## src/hw/rtl/afvt_pkg.sv

```systemverilog
// package for the box versus frustum visibility test
// widths, item struct and constants shared by the interfaces, the plane cell and the top level
`default_nettype none
package afvt_pkg;

  localparam int COORD_W         = 16;
  localparam int NORM_W          = 16;
  localparam int NORM_FRAC       = 14;
  localparam int PROD_W          = COORD_W + NORM_W;
  localparam int SUM_W           = PROD_W + 2;
  localparam int PLANE_W         = 64;
  localparam int REG_COUNT       = 6;
  localparam int CFG_IDX_W       = 3;
  localparam int PLANE_COUNT_DEF = 6;

  localparam int NX_LSB = 0;
  localparam int NY_LSB = 16;
  localparam int NZ_LSB = 32;
  localparam int D_LSB  = 48;

  typedef logic signed [COORD_W-1:0] coord_t;
  typedef logic [PLANE_W-1:0]        plane_t;

  typedef struct packed {
    coord_t min_x;
    coord_t min_y;
    coord_t min_z;
    coord_t max_x;
    coord_t max_y;
    coord_t max_z;
    logic   invalid;
    logic   culled;
  } item_t;

endpackage
`default_nettype wire

```

## src/hw/rtl/afvt_cell.sv

```systemverilog
// one plane cell: picks the p-vertex, multiplies, then sums and tests the sign
// two register stages with their own valid/ready; depends on afvt_pkg
`default_nettype none
module afvt_cell (
  input  wire                clk_i,
  input  wire                rst_ni,
  input  afvt_pkg::plane_t   plane_i,
  input  wire                in_valid_i,
  output logic               in_ready_o,
  input  afvt_pkg::item_t    in_data_i,
  output logic               out_valid_o,
  input  wire                out_ready_i,
  output afvt_pkg::item_t    out_data_o
);
  import afvt_pkg::*;

  logic signed [NORM_W-1:0]  nx, ny, nz, offs;
  coord_t                    cx, cy, cz;

  logic                      a_valid_q, a_ready;
  item_t                     a_data_q;
  logic signed [PROD_W-1:0]  px_q, py_q, pz_q;
  logic signed [NORM_W-1:0]  d_q;

  logic                      b_valid_q, b_ready;
  item_t                     b_data_q, b_data_d;
  logic signed [SUM_W-1:0]   sum;

  assign nx   = plane_i[NX_LSB +: NORM_W];
  assign ny   = plane_i[NY_LSB +: NORM_W];
  assign nz   = plane_i[NZ_LSB +: NORM_W];
  assign offs = plane_i[D_LSB  +: NORM_W];

  // corner most aligned with the normal
  assign cx = nx[NORM_W-1] ? in_data_i.min_x : in_data_i.max_x;
  assign cy = ny[NORM_W-1] ? in_data_i.min_y : in_data_i.max_y;
  assign cz = nz[NORM_W-1] ? in_data_i.min_z : in_data_i.max_z;

  assign b_ready    = !b_valid_q || out_ready_i;
  assign a_ready    = !a_valid_q || b_ready;
  assign in_ready_o = a_ready;

  always_ff @(posedge clk_i or negedge rst_ni) begin
    if (!rst_ni) begin
      a_valid_q <= 1'b0;
      b_valid_q <= 1'b0;
    end else begin
      if (a_ready) begin
        a_valid_q <= in_valid_i;
      end
      if (b_ready) begin
        b_valid_q <= a_valid_q;
      end
    end
  end

  always_ff @(posedge clk_i) begin
    if (a_ready && in_valid_i) begin
      a_data_q <= in_data_i;
      px_q     <= nx * cx;
      py_q     <= ny * cy;
      pz_q     <= nz * cz;
      d_q      <= offs;
    end
    if (b_ready && a_valid_q) begin
      b_data_q <= b_data_d;
    end
  end

  always_comb begin
    sum = SUM_W'(px_q) + SUM_W'(py_q) + SUM_W'(pz_q)
        + SUM_W'($signed({d_q, {NORM_FRAC{1'b0}}}));
    b_data_d        = a_data_q;
    b_data_d.culled = a_data_q.culled | sum[SUM_W-1];
  end

  assign out_valid_o = b_valid_q;
  assign out_data_o  = b_data_q;

endmodule
`default_nettype wire

```

## config.mk

```make
export PLATFORM = sky130hd
export DESIGN_NAME = afvt_cell
export DESIGN_NICKNAME = d
export VERILOG_FILES = /design/src/hw/rtl/afvt_pkg.sv /design/src/hw/rtl/afvt_cell.sv
export SDC_FILE = /design/constraint.sdc
export NUM_CORES = 2
export LEC_CHECK = 0
export BUFFER_PORTS_ARGS = -buffer_cell sky130_fd_sc_hd__buf_2
export CORE_MARGIN = 1.5
export CORE_UTILIZATION = 35
export DETAILED_ROUTE_END_ITERATION = 16
export MAX_ROUTING_LAYER = met4
export PLACE_DENSITY = 0.55
export SKIP_CTS_REPAIR_TIMING = 1
export SLEW_MARGIN = 20
export SYNTH_ARGS = -nofsm -noshare
export SYNTH_HDL_FRONTEND = slang
export SYNTH_SLANG_ARGS = --single-unit
```

## constraint.sdc

```tcl
create_clock -name clk_i -period 7.9 [get_ports clk_i]
set_input_delay 0.395 -clock clk_i [delete_from_list [all_inputs] [get_ports clk_i]]
set_output_delay 0.395 -clock clk_i [all_outputs]
set_load 0.03 [all_outputs]
```

==> impl_metrics.py <==
metrics = {
    "routing": {
        "routed_wl_mm": 99.0,
        "vias": 26600,
        "drcViolationCount": 0,
        "first_pass_iters": 5,
        "drtIter0Drc": 1438,
        "viasPerCell": 4.72,
        "antenna_left": 0,
        "wire_per_inst_um": 17.5,
    },
    "cells_and_area": {
        "drive_gt1_share_pct": 9.57,
        "finalNetCount": 5378,
        "fin_area_um2": 46300,
        "layout.cells.most_common": "inv_1",
        "fill_cells": 11500,
        "post-route-util_pct": 39.8,
        "syn2layout_area_growth_pct": 12.9,
        "final_cell_mix": "inv_1, fa_1, nand2_1",
    },
    "grt": {
        "grt_max_degree": 123,
        "grt_pass1_wl_mm": 159,
        "track_usage_pct": 17.6,
        "grt_pass1_vias": 28700,
        "overflow": 0,
        "antenna_found_initial": 4,
    },
    "setup_path": {
        "r2r-start": "pz_q[14]",
        "cp.buffers_inverters": 8,
        "crit_start": "in_data_i[57]",
        "setup.worst_path.start_class": "primary input",
        "rr_worst_depth": 11,
        "required_ns": 8.23,
        "path_class": "primary input to flip-flop",
        "worstPathMaxFanout": 15,
        "critPathTopFamily": "adder cells",
        "end_kind": "flip-flop",
        "worst-path-stages": 26,
        "cp-endpoint": "pz_q[30]",
        "arrival_ns": 7.51,
        "reg2reg_to": "out_data_o[0]",
        "critPathSlowestCell": "fa_1",
        "r2r_slack_ns": 4.04,
        "max_stage_delay_ns": 0.55,
    },
    "synth": {
        "syn_area_per_cell_um2": 10.9,
        "ys.warnings.count": 0,
        "synth_cell_types": 67,
        "synth_edf_count": 308,
        "ys_seq_area_share_pct": 22.7,
        "syn_area_um2": 41000,
        "ys.flop_type": "edfxtp_1",
        "ys_ff_latch": 310,
        "syn-instance-count": 3768,
        "syn-num-nets": 5059,
        "async_flop_share_pct": 0.645,
    },
    "sta": {
        "rsz0062_at_grt": "no",
        "max_slew_margin_pct": 41.8,
        "max_freq_mhz": 139,
        "fin_skew_ns": 0.0165,
        "setup_viol": 0,
        "finalMaxSlewViolations": 0,
        "hold_viol_final": 0,
        "worstMarginPinSlew_ns": 0.867,
        "min_period_ns": 7.18,
        "tns_ns": 0,
        "timing.final.crit_share_pct": 90.9,
    },
    "floorplanning": {
        "rows": 125,
        "io_pins": 266,
        "start_util_pct": 35.3,
        "die_area_um2": 119000,
        "fp.dieW_um": 345,
        "die_h_um": 345,
        "core_area_um2": 116000,
    },
    "placement": {
        "dp.final_hpwl_mm": 80.5,
        "port-buffer-count": 265,
        "gp_congestion": 0.868,
        "dpl_cell_area_um2": 44100,
    },
    "cts": {
        "path_clk_slew_ns": 0.05,
        "clock_path_buffers": 3,
        "clk_latency_ns": 0.59,
        "numCtsBuffers": 43,
        "htreeDepth": 2,
        "clkSinkCount": 310,
        "root_buffer": "clkbuf_16",
        "cts_tree": "yes",
    },
    "outcome": {
        "status": "complete, no violations",
    },
    "hold_path": {
        "hp-class": "primary input to flip-flop",
    },
    "flow_run": {
        "drv_cap": 0,
    },
}
[synthesized netlist by cell type (all sizes together) (55+ instances only)]
library cell,n,share of area (%)
clkbuf,103,0.95
ha,289,8.8
nor2b,211,3.2
a21o,55,1.0
xnor2,80,1.7
and2,169,2.6
fa,836,41
nor2,78,0.71
inv,890,8.2
nand2,372,3.4
edfxtp,308,23
a21oi,93,1.1
[final cells by class]
type / count / area [µm²] / area share [%]
Multi-Input combinational cell: 2461 / 27900 / 60.4
Sequential cell: 310 / 9300 / 20.1
Inverter: 890 / 3340 / 7.22
Timing Repair Buffer: 381 / 2430 / 5.26
Tap cell: 1524 / 1910 / 4.12
Clock buffer: 50 / 1140 / 2.47
Clock inverter: 26 / 198 / 0.427
Antenna cell: 2 / 5.00 / 0.0108
[routing by layer]
metal	share of wire [%]	wire length, µm	track usage [%]
met1	43	42500	22.8
met2	51	50200	29.6
met3	4.1	4110	2.22
met4	2.2	2170	4.14
met5	0	0	-
[worst register-to-register path: cells and delay by family, from the launching register on]
| kind | cells | cell delay (ns) |
|---|---|---|
| adders and majority gates | 3 | 1.23 |
| DFF | 1 | 0.43 |
| AOI/OAI and AO/OA | 6 | 1.41 |
| xor gates and xnor gates | 1 | 0.43 |
| and+or+nand+nor | 1 | 0.09 |
[cells by family (layout without fill, tap and decap cells)]
kind of cell,Yosys count,in the layout,synth area share [%]
XOR/XNOR,105,105,2.24
multiplexers,4,4,0.0977
other,0,2,0
AO/OA/AOI/OAI,299,299,4.80
flip-flops,310,310,22.7
adder cells (fa/ha/maj),1125,1125,49.7
buffers and inverters,997,1347,9.13
AND/OR/NAND/NOR,928,928,11.4
[flip-flops by register name, indices dropped and copies added (netlist names)]
register	flops
a_data_q	98
out_data_o	98
px_q	32
py_q	32
pz_q	32
d_q	16
a_valid_q	1
out_valid_o	1
[worst min path at each step]
stage / to / startpoint / cells past startpoint
after CTS: a_valid_q / rst_ni / 1
after global placement: out_valid_o / rst_ni / 1
after floorplan: a_valid_q / rst_ni / 0
after detailed placement: out_valid_o / rst_ni / 1
after global routing: a_data_q[10] / in_data_i[10] / 1
final: a_data_q[10] / in_data_i[10] / 1
[metrics by stage]
stage	instances	hold WS [ns]	setup WS, ns
2_1_floorplan	3768	0.0994	0.987
3_3_place_gp	5482	0.182	0.479
3_5_place_dp	5482	0.184	0.462
4_1_cts	5558	-0.481	1.08
5_1_grt	5644	0.00116	0.401
6_report	5644	0.0325	0.719
Power is not shown: default switching activity piles up to over one toggle a cycle in this logic, so the estimate is an artifact.
